[src/design/scvrb_pkg.sv]
`timescale 1ns / 1ps
// ----------------------------------------------------------------------------
// scvrb_pkg
// Shared constants, types and the microcode table of the command value bank.
// ----------------------------------------------------------------------------
package scvrb_pkg;

    localparam int NUM_VALUES  = 4;
    localparam int BYTES_TOTAL = 4 * NUM_VALUES;
    localparam int CNT_W       = $clog2(BYTES_TOTAL);
    localparam int IDX_W       = (NUM_VALUES > 1) ? $clog2(NUM_VALUES) : 1;

    localparam logic [7:0] CH_READ  = 8'h72;  // 'r'
    localparam logic [7:0] CH_WRITE = 8'h77;  // 'w'
    localparam logic [7:0] CH_NEXT  = 8'h6E;  // 'n'

    // Microprogram step addresses.
    typedef enum logic [1:0] {
        ST_IDLE = 2'd0,
        ST_EMIT = 2'd1,
        ST_ERR  = 2'd2,
        ST_HALT = 2'd3
    } t_step;

    // What the datapath drives into the output register.
    typedef enum logic [1:0] {
        EM_NONE = 2'd0,
        EM_DATA = 2'd1,
        EM_ERR  = 2'd2
    } t_emit;

    // Jump conditions evaluated by the sequencer.
    typedef enum logic [1:0] {
        C_HOLD = 2'd0,  // stay on this step
        C_CMD  = 2'd1,  // dump start to tgt_a, load error to tgt_b
        C_EMIT = 2'd2,  // final dump byte stored to tgt_a
        C_SENT = 2'd3   // any result stored to tgt_a
    } t_cond;

    typedef struct packed {
        logic  accept;
        t_emit emit;
        t_cond cond;
        t_step tgt_a;
        t_step tgt_b;
    } t_ctl;

    typedef struct packed {
        logic go_dump;
        logic go_err;
        logic emit_fire;
        logic emit_last;
    } t_flags;

    function automatic t_ctl ucode(input t_step step);
        t_ctl w;
        case (step)
            ST_IDLE: w = '{accept: 1'b1, emit: EM_NONE, cond: C_CMD,
                           tgt_a: ST_EMIT, tgt_b: ST_ERR};
            ST_EMIT: w = '{accept: 1'b0, emit: EM_DATA, cond: C_EMIT,
                           tgt_a: ST_IDLE, tgt_b: ST_EMIT};
            ST_ERR:  w = '{accept: 1'b0, emit: EM_ERR, cond: C_SENT,
                           tgt_a: ST_HALT, tgt_b: ST_ERR};
            ST_HALT: w = '{accept: 1'b0, emit: EM_NONE, cond: C_HOLD,
                           tgt_a: ST_HALT, tgt_b: ST_HALT};
            default: w = '{accept: 1'b0, emit: EM_NONE, cond: C_HOLD,
                           tgt_a: ST_HALT, tgt_b: ST_HALT};
        endcase
        return w;
    endfunction

    // Power-up contents of the value words: 1.0, 1.5, 2.0, 2.5, then zero.
    function automatic logic [31:0] reset_word(input int idx);
        logic [31:0] v;
        case (idx)
            0:       v = 32'h3F80_0000;
            1:       v = 32'h3FC0_0000;
            2:       v = 32'h4000_0000;
            3:       v = 32'h4020_0000;
            default: v = 32'h0000_0000;
        endcase
        return v;
    endfunction

endpackage

[src/design/scvrb_seq.sv]
`timescale 1ns / 1ps
// ----------------------------------------------------------------------------
// scvrb_seq
// Step counter and microcode table; selects the next step from the flags.
// ----------------------------------------------------------------------------
module scvrb_seq (
    input  logic                 i_clk,
    input  logic                 i_rst_n,
    input  scvrb_pkg::t_flags    i_flags,
    output scvrb_pkg::t_ctl      o_ctl
);

    scvrb_pkg::t_step r_step;
    scvrb_pkg::t_step n_step;
    scvrb_pkg::t_ctl  w_ctl;

    assign w_ctl = scvrb_pkg::ucode(r_step);
    assign o_ctl = w_ctl;

    always_comb begin
        n_step = r_step;
        case (w_ctl.cond)
            scvrb_pkg::C_HOLD: n_step = r_step;
            scvrb_pkg::C_CMD: begin
                if (i_flags.go_dump) begin
                    n_step = w_ctl.tgt_a;
                end else if (i_flags.go_err) begin
                    n_step = w_ctl.tgt_b;
                end
            end
            scvrb_pkg::C_EMIT: begin
                if (i_flags.emit_fire && i_flags.emit_last) begin
                    n_step = w_ctl.tgt_a;
                end
            end
            scvrb_pkg::C_SENT: begin
                if (i_flags.emit_fire) begin
                    n_step = w_ctl.tgt_a;
                end
            end
            default: n_step = r_step;
        endcase
    end

    always_ff @(posedge i_clk) begin
        if (!i_rst_n) begin
            r_step <= scvrb_pkg::ST_IDLE;
        end else begin
            r_step <= n_step;
        end
    end

endmodule

[src/design/scvrb_datapath.sv]
`timescale 1ns / 1ps
// ----------------------------------------------------------------------------
// scvrb_datapath
// Mode register, load assembly, value words and the output register.
// ----------------------------------------------------------------------------
module scvrb_datapath (
    input  logic                 i_clk,
    input  logic                 i_rst_n,
    input  scvrb_pkg::t_ctl      i_ctl,
    output scvrb_pkg::t_flags    o_flags,
    input  logic                 i_s_tvalid,
    output logic                 o_s_tready,
    input  logic [7:0]           i_s_tdata,
    input  logic                 i_s_tuser,
    output logic                 o_m_tvalid,
    input  logic                 i_m_tready,
    output logic [7:0]           o_m_tdata,
    output logic                 o_m_tuser,
    output logic                 o_m_tlast
);

    typedef enum logic [2:0] {
        M_HOME  = 3'd0,
        M_READ  = 3'd1,
        M_WRITE = 3'd2,
        M_LOAD  = 3'd3,
        M_HALT  = 3'd4
    } t_mode;

    t_mode                          r_mode;
    logic [scvrb_pkg::CNT_W-1:0]    r_load_cnt;
    logic [23:0]                    r_partial;
    logic [31:0]                    r_store [scvrb_pkg::NUM_VALUES];
    logic [scvrb_pkg::CNT_W-1:0]    r_emit_cnt;
    logic                           r_ov;
    logic [7:0]                     r_obyte;
    logic                           r_ostat;
    logic                           r_olast;

    logic                           w_in_fire;
    logic                           w_emit_fire;
    logic                           w_emit_last;
    logic [scvrb_pkg::IDX_W-1:0]    w_rd_idx;
    logic [scvrb_pkg::IDX_W-1:0]    w_wr_idx;
    logic [31:0]                    w_rd_word;
    logic [7:0]                     w_rd_byte;

    assign o_s_tready  = i_ctl.accept;
    assign w_in_fire   = i_s_tvalid && i_ctl.accept;
    assign w_emit_fire = (i_ctl.emit != scvrb_pkg::EM_NONE) && (!r_ov || i_m_tready);
    assign w_emit_last = (r_emit_cnt == scvrb_pkg::CNT_W'(scvrb_pkg::BYTES_TOTAL - 1));

    assign w_rd_idx  = scvrb_pkg::IDX_W'(r_emit_cnt >> 2);
    assign w_wr_idx  = scvrb_pkg::IDX_W'(r_load_cnt >> 2);
    assign w_rd_word = r_store[w_rd_idx];

    // Most significant byte of each word goes out first.
    always_comb begin
        case (r_emit_cnt[1:0])
            2'd0:    w_rd_byte = w_rd_word[31:24];
            2'd1:    w_rd_byte = w_rd_word[23:16];
            2'd2:    w_rd_byte = w_rd_word[15:8];
            default: w_rd_byte = w_rd_word[7:0];
        endcase
    end

    assign o_flags.go_dump   = w_in_fire && (r_mode == M_READ) &&
                               (i_s_tdata == scvrb_pkg::CH_NEXT);
    assign o_flags.go_err    = w_in_fire && (r_mode == M_LOAD) && i_s_tuser;
    assign o_flags.emit_fire = w_emit_fire;
    assign o_flags.emit_last = w_emit_last;

    assign o_m_tvalid = r_ov;
    assign o_m_tdata  = r_obyte;
    assign o_m_tuser  = r_ostat;
    assign o_m_tlast  = r_olast;

    // Command decode and load assembly.
    always_ff @(posedge i_clk) begin
        if (!i_rst_n) begin
            r_mode     <= M_HOME;
            r_load_cnt <= '0;
            r_partial  <= '0;
            for (int i = 0; i < scvrb_pkg::NUM_VALUES; i++) begin
                r_store[i] <= scvrb_pkg::reset_word(i);
            end
        end else if (w_in_fire) begin
            case (r_mode)
                M_HOME: begin
                    if (i_s_tdata == scvrb_pkg::CH_READ) begin
                        r_mode <= M_READ;
                    end else if (i_s_tdata == scvrb_pkg::CH_WRITE) begin
                        r_mode <= M_WRITE;
                    end
                end
                M_READ: begin
                    if (i_s_tdata != scvrb_pkg::CH_NEXT) begin
                        r_mode <= M_HOME;
                    end
                end
                M_WRITE: begin
                    if (i_s_tdata == scvrb_pkg::CH_WRITE) begin
                        r_mode     <= M_LOAD;
                        r_load_cnt <= '0;
                        r_partial  <= '0;
                    end else begin
                        r_mode <= M_HOME;
                    end
                end
                M_LOAD: begin
                    if (i_s_tuser) begin
                        r_mode <= M_HALT;
                    end else begin
                        if (r_load_cnt[1:0] == 2'd3) begin
                            r_store[w_wr_idx] <= {r_partial, i_s_tdata};
                            r_partial         <= '0;
                        end else begin
                            r_partial <= {r_partial[15:0], i_s_tdata};
                        end
                        if (r_load_cnt ==
                            scvrb_pkg::CNT_W'(scvrb_pkg::BYTES_TOTAL - 1)) begin
                            r_load_cnt <= '0;
                            r_mode     <= M_WRITE;
                        end else begin
                            r_load_cnt <= r_load_cnt + 1'b1;
                        end
                    end
                end
                default: r_mode <= r_mode;
            endcase
        end
    end

    // Output register and dump byte counter.
    always_ff @(posedge i_clk) begin
        if (!i_rst_n) begin
            r_ov       <= 1'b0;
            r_emit_cnt <= '0;
        end else begin
            if (w_emit_fire) begin
                r_ov <= 1'b1;
            end else if (i_m_tready) begin
                r_ov <= 1'b0;
            end
            if (w_emit_fire && (i_ctl.emit == scvrb_pkg::EM_DATA)) begin
                if (w_emit_last) begin
                    r_emit_cnt <= '0;
                end else begin
                    r_emit_cnt <= r_emit_cnt + 1'b1;
                end
            end
        end
    end

    always_ff @(posedge i_clk) begin
        if (w_emit_fire) begin
            if (i_ctl.emit == scvrb_pkg::EM_ERR) begin
                r_obyte <= 8'h00;
                r_ostat <= 1'b1;
                r_olast <= 1'b1;
            end else begin
                r_obyte <= w_rd_byte;
                r_ostat <= 1'b0;
                r_olast <= w_emit_last;
            end
        end
    end

    // A new input never arrives while a result is being produced.
    a_no_accept_while_emit: assert property (@(posedge i_clk) disable iff (!i_rst_n)
        w_in_fire |-> (i_ctl.emit == scvrb_pkg::EM_NONE))
        else $error("input accepted during result generation");

    // A dump always starts from the first byte of the first word.
    a_dump_starts_at_zero: assert property (@(posedge i_clk) disable iff (!i_rst_n)
        o_flags.go_dump |-> (r_emit_cnt == '0))
        else $error("dump started with a nonzero byte counter");

    // The error result is always the final one of its request.
    a_err_is_last: assert property (@(posedge i_clk) disable iff (!i_rst_n)
        (r_ov && r_ostat) |-> r_olast)
        else $error("error result without last");

    // Once halted, the block takes no further input.
    a_halt_silent: assert property (@(posedge i_clk) disable iff (!i_rst_n)
        (r_mode == M_HALT) |-> !o_s_tready)
        else $error("input ready while halted");

endmodule

[src/design/serial_command_value_register_bank_top.sv]
`timescale 1ns / 1ps
// ----------------------------------------------------------------------------
// serial_command_value_register_bank_top
// Serial command decoder holding four 32-bit value words.
// ----------------------------------------------------------------------------
// Each input request carries one received byte (tdata) and the receiver's
// error flag (tuser). The block walks between home, read, write and loading
// modes: 'r' or 'w' in home selects read or write, 'n' in read sends all
// value words as bytes with the most significant byte first, 'w' in write
// loads the next sixteen bytes into the words, and any other command byte
// falls back to home. After its 'n' is taken, a dump holds the input while
// the sixteen bytes pass one per handshake through the byte-wide output,
// and it stalls while a full output register waits for tready. No input
// is taken until the last byte has entered the output register. An error
// flag on a loading byte yields one status result and halts the block until
// reset. After reset the words hold 1.0, 1.5, 2.0 and 2.5 as single-precision
// bit patterns.
// ----------------------------------------------------------------------------
module serial_command_value_register_bank_top (
    input  logic       i_clk,
    input  logic       i_rst_n,
    // Received byte requests.
    input  logic       i_s_tvalid,
    output logic       o_s_tready,
    input  logic [7:0] i_s_tdata,   // [7:0] rx_byte
    input  logic       i_s_tuser,   // [0] rx_error
    // Transmit byte requests.
    output logic       o_m_tvalid,
    input  logic       i_m_tready,
    output logic [7:0] o_m_tdata,   // [7:0] tx_byte
    output logic       o_m_tuser,   // [0] status: 1 means receive error, halted
    output logic       o_m_tlast    // last result of the input request
);

    scvrb_pkg::t_ctl   w_ctl;
    scvrb_pkg::t_flags w_flags;

    // The sequencer steps through a four-word microprogram: wait for a
    // command, stream the dump, send the error status, or stay halted.
    scvrb_seq u_seq (
        .i_clk   (i_clk),
        .i_rst_n (i_rst_n),
        .i_flags (w_flags),
        .o_ctl   (w_ctl)
    );

    // The datapath decodes bytes, assembles loaded words and owns the
    // output register, so a finished result can wait while input continues.
    scvrb_datapath u_dp (
        .i_clk      (i_clk),
        .i_rst_n    (i_rst_n),
        .i_ctl      (w_ctl),
        .o_flags    (w_flags),
        .i_s_tvalid (i_s_tvalid),
        .o_s_tready (o_s_tready),
        .i_s_tdata  (i_s_tdata),
        .i_s_tuser  (i_s_tuser),
        .o_m_tvalid (o_m_tvalid),
        .i_m_tready (i_m_tready),
        .o_m_tdata  (o_m_tdata),
        .o_m_tuser  (o_m_tuser),
        .o_m_tlast  (o_m_tlast)
    );

endmodule

[config.mk]
export PLATFORM = sky130hd
export DESIGN_NAME = serial_command_value_register_bank_top
export DESIGN_NICKNAME = d
export VERILOG_FILES = /design/src/design/scvrb_pkg.sv /design/src/design/scvrb_seq.sv /design/src/design/scvrb_datapath.sv /design/src/design/serial_command_value_register_bank_top.sv
export SDC_FILE = /design/constraint.sdc
export NUM_CORES = 1
export LEC_CHECK = 0
export BUFFER_PORTS_ARGS = -buffer_cell sky130_fd_sc_hd__clkbuf_2
export CORE_MARGIN = 5
export CORE_UTILIZATION = 55
export DETAILED_ROUTE_END_ITERATION = 7
export GPL_TIMING_DRIVEN = 0
export HOLD_SLACK_MARGIN = 0.02
export PLACE_DENSITY = 0.72
export SLEW_MARGIN = 20
export SYNTH_ARGS = -nofsm -noshare
export SYNTH_HDL_FRONTEND = slang
export SYNTH_HIERARCHICAL = 1
export SYNTH_SLANG_ARGS = --single-unit
[constraint.sdc]
create_clock -name i_clk -period 6 [get_ports i_clk]
set_input_delay 0.6 -clock i_clk [delete_from_list [all_inputs] [get_ports i_clk]]
set_output_delay 0.6 -clock i_clk [all_outputs]
set_load 0.02 [all_outputs]
* Yosys cells after proc, flatten, opt, wreduce, memory -nomap -nowiden
Memory sizes are Yosys's and may differ from the RTL's. A register that Yosys moved wholly into a read port is not among the register bits.
Index checks and enable logic that the tools add are counted.
Widths: inputs -> output; s select.
** Cells by class
- Add/sub/neg operators :: 2
- Eq/ne operators :: 28
- Multiplexer cells :: 42
- Bitwise logic cells :: 1
- Reductions and logical operators :: 22
** Operator list (number)
- $mux 32 :: 5
- $mux 24 :: 3
- $pmux 24 s2 :: 1
- $pmux 9 s4 :: 1
- $reduce_or 32->1 :: 1
- $eq 8x7->1 const B :: 3
- $pmux 8 s3 :: 1
- $mux 2 :: 8
- $mux 4 :: 4
- $mux 3 :: 5
- $eq 2x2->1 const B :: 7
- $pmux 3 s4 :: 1
- $mux 1 :: 11
- $add 4x1->4 const B :: 2
- $eq 2x1->1 const B :: 4
- $eq 4x4->1 const B :: 2
- $logic_and 1x1->1 :: 8
- $ne 8x7->1 const B :: 1
- $pmux 4 s2 :: 1
- $reduce_and 4->1 :: 2
- $eq 3x2->1 const B :: 2
- $logic_not 2->1 :: 3
- $ne 2x1->1 const B :: 3
- $ne 3x1->1 const B :: 2
- 11 further kinds :: 14
** Storage, ports and cells
- Register bits after elaboration :: 48
- Memory bits (writable) :: 128
- Input port bits :: 13
- Output and inout bits :: 12
- Logic and storage cells :: 105
- Memories kept :: 1
** Memories
- u_dp.r_store :: depth 4, bits a word 32, read ports 1, clocked after memory_dff 1, write ports 4, RTL line scvrb_datapath.sv:33 : logic [31:0] r_store [scvrb_pkg::NUM_VALUES];

* Logic depth before layout (Yosys ltp)
- Depth after elaboration :: 9
- Gate-level depth with buffers :: 8
- Mapped depth without buffers :: 8

* Modules after synthesis
The synthesis kept the hierarchy.
** By module, submodules not included
- scvrb_datapath :: instances 1, cells an instance 591, area an instance 7952.6 µm², seq. area each 4904.7 µm²
- scvrb_seq :: instances 1, cells an instance 32, area an instance 271.5 µm², seq. area each 40.0 µm²

* Worst setup path after synthesis
Ideal clock, no wire load.
- Path kind :: reg2reg
- From :: register u_seq.r_step[0]
- To :: memory u_dp.r_store[3][0] (enable)
- Setup time :: 466 ps
- Arrival time :: 3446 ps
- Data required time :: 5534 ps
- Slack :: 2089 ps
- Cell stages (with the launch flop) :: 7
- Buffers on the path :: 1
- Period minus slack after synthesis :: 3911 ps
- Path through :: dfxtp_1 -> inv_1 -> ha_1 -> and4b_1 -> buf_4 -> nand2_1 -> o21ai_0
** RTL lines
- from (decl) :: RTL line scvrb_seq.sv:13 : scvrb_pkg::t_step r_step;
- from (signal assigned) :: RTL line scvrb_seq.sv:47 : r_step <= scvrb_pkg::ST_IDLE;
- from (signal assigned) :: RTL line scvrb_seq.sv:49 : r_step <= n_step;
- to (decl) :: RTL line scvrb_datapath.sv:33

==> flow_summary.ini <==
[status]
status = completed

[power]
seqPwrFrac_pct = 50.0
combPwrFrac_pct = 10.8
power_per_cell_area_nw_per_um2 = 311.4
vdd_drop_max_mv = 0.2027
p_sw_share_pct = 24.40
p_leak_nw = 3.181
design_power_total_mw = 2.892
internal_power_mw = 2.186
clockPowerShare_pct = 39.2
power.switching_uw = 705.7

[worst_setup_path]
cp_num_buf_inv = 4
critPathMaxFanout = 24
start_kind = register
cpPeakStageDelay_ns = 0.59
crit_required_ns = 6.13
arrival_ns = 3.69
slowest_stage = clkbuf_1
path_cells = inv_1, ha_1, and4b_1, buf_4, nand4_4, nor3_4, clkbuf_1, nand2b_2, buf_12
reg2reg_depth = 9
crit_path_end_kind = register
cp.depth = 9
crit_family = simple AND/OR/NAND/NOR gates
critical_path_class = reg -> reg

[placement]
gp_congestion = 0.8755
hpwlAfterDp_mm = 13.33
io_buffer_count = 24
dp_cells = 832
dpl_cell_area_um2 = 8678
dpl_worst_slack_ns = 2.450

[synthesis]
postSynthCellCount = 620
syn-cell-area_um2 = 8207
ys.warnings.count = 6
synth_fp_nets = 645
syn_avg_cell_area_um2 = 13.24

[global_routing]
grt_pass1_wl_mm = 29.79
grt_max_degree = 25
overflow = 0
grt_use_total_pct = 22.65
grt.busiest_layer = met2
met1_usage_pct = 32.41
use_met2_pct = 34.73
antenna_found_initial = 0
use_met3_pct = 4.924
grt_pass1_vias = 5159

[timing]
final.setup.tns_ns = 0
tightest_slew_ns = 0.7665
slew-limit-headroom_pct = 48.90
fin_crit_sh_pct = 59.41
min_period_ns = 3.564
rsz0062_at_grt = no
hold_viol = 0
setup_viol = 0
fmax_mhz = 280.5
setup_slack_ns = 2.436
final_max_slew_viol_count = 0
fin_worst_skew_ns = 0.005683

[floorplanning]
initial_utilization_pct = 56.25
dieWidth_um = 132.2
ios = 25
die_h_um = 132.2
core_area_um2 = 14590
dieArea_um2 = 17460
placementRows = 44

[cts]
cts_resized = 0
cts_setup_buffers = 0
clk_path_buf_depth = 2
clock_latency_ns = 0.43
ctsHoldBuffers = 0
root_buffer = clkbuf_16
path_clk_slew_ns = 0.07
cts_buffers = 17
cts_tree = built
h-tree-depth = 4
clock-sinks = 178

[drt]
wire_per_inst_um = 22.29
drt_wl_total_mm = 19.26
drt_iter0_drc = 592
avgViaCountPerCell = 6.083
drc = 0
drtAntennaViolNets = 0
vias = 5256
firstDrtPassIters = 5

[layout]
drive_above_1_share_pct = 19.12
syn_to_final_growth_pct = 13.14
diodes = 0
final_design_area_no_fill_um2 = 9285
nets = 692
instances_no_fill = 864

[hold_path]
hold_depth = 3
hp-class = in -> reg

[run]
drv_cap = 0
-- registers in the layout (all words and copies together), names as in the netlist, named ones only --
register,count
u_dp/o_m_tvalid,1
u_dp/r_mode,3
u_dp/r_store,128
u_dp/r_partial,24
u_dp/r_load_cnt,4
u_dp/r_emit_cnt,4
u_dp/o_m_tdata,8
u_seq/r_step,2
u_dp/o_m_tlast,1
u_dp/o_m_tuser,1
-- cell usage in the layout (no fill, tap or decap), types with 3 or more instances in the layout --
master      instances
a211oi_1           10
a21oi_1            18
a22oi_1             9
and2_1            111
buf_1               4
buf_16              3
buf_2               8
buf_4               7
bufinv_16           3
clkbuf_1           23
clkbuf_16          17
clkbuf_2           27
clkinvlp_4          5
dfxtp_1            40
edfxtp_1          138
ha_1               12
inv_1               6
inv_6               4
mux4_2             32
nand2_1            38
nand2b_1           21
nand2b_2            3
nand3_1             8
nand4_1            24
nor2_1             17
nor2b_1            11
o21a_1              3
o21ai_0             9
o21ai_1            19
or2_2               3
or3_1               3
-- worst reg2reg max path, delay by kind of cell (launching register included) --
kind          cells  cell delay (ns)
simple gates      4             1.39
buf+inv           4             1.19
flops             1             0.36
fa+ha+maj         1             0.31
-- stage by stage --
stage	hold WS [ns]	utilization, %
floorplan	0.4479	-
global placement	0.4756	58.65
detailed placement	0.4791	59.49
CTS	0.4262	63.64
global route	0.4560	63.64
finish	0.4407	63.64
-- layout make-up --
cell class | count | area, um^2
multi-input cells | 388 | 3023
plain buffers | 47 | 231.5
fillers | 1098 | 5304
flip-flops and latches | 178 | 4945
repair buffers | 28 | 222.7
clock inverters | 15 | 181.4
clock buffers | 17 | 425.4
well taps | 184 | 230.2
inverters | 7 | 26.28
-- power groups by stage --
stage / Clock (mW) / Combinational [mW] / Sequential [mW]
3_3_place_gp: 0 / 0.293 / 1.47
2_1_floorplan: 0 / 0.155 / 1.51
5_1_grt: 1.20 / 0.334 / 1.45
3_5_place_dp: 0 / 0.309 / 1.47
6_report: 1.13 / 0.311 / 1.45
4_1_cts: 1.15 / 0.310 / 1.45
-- layer usage --
metal	wire (um)	vias to the layer above
met5	0	-
met3	1601	33
met4	342	0
li1	-	2393
met2	9068	238
met1	8248	2592
-- path summary, 6_finish.rpt --
path | to | from | slack [ns]
max | u_dp/r_store[0][27] | u_seq/r_step[1] | 2.44
min | u_seq/r_step[0] | i_rst_n | 0.44
max reg2reg | u_dp/r_store[0][27] | u_seq/r_step[1] | 2.44
min reg2reg | u_dp/r_partial[22] | u_dp/r_partial[22] | 0.49
No activity file was read; power rests on OpenSTA's default activity.
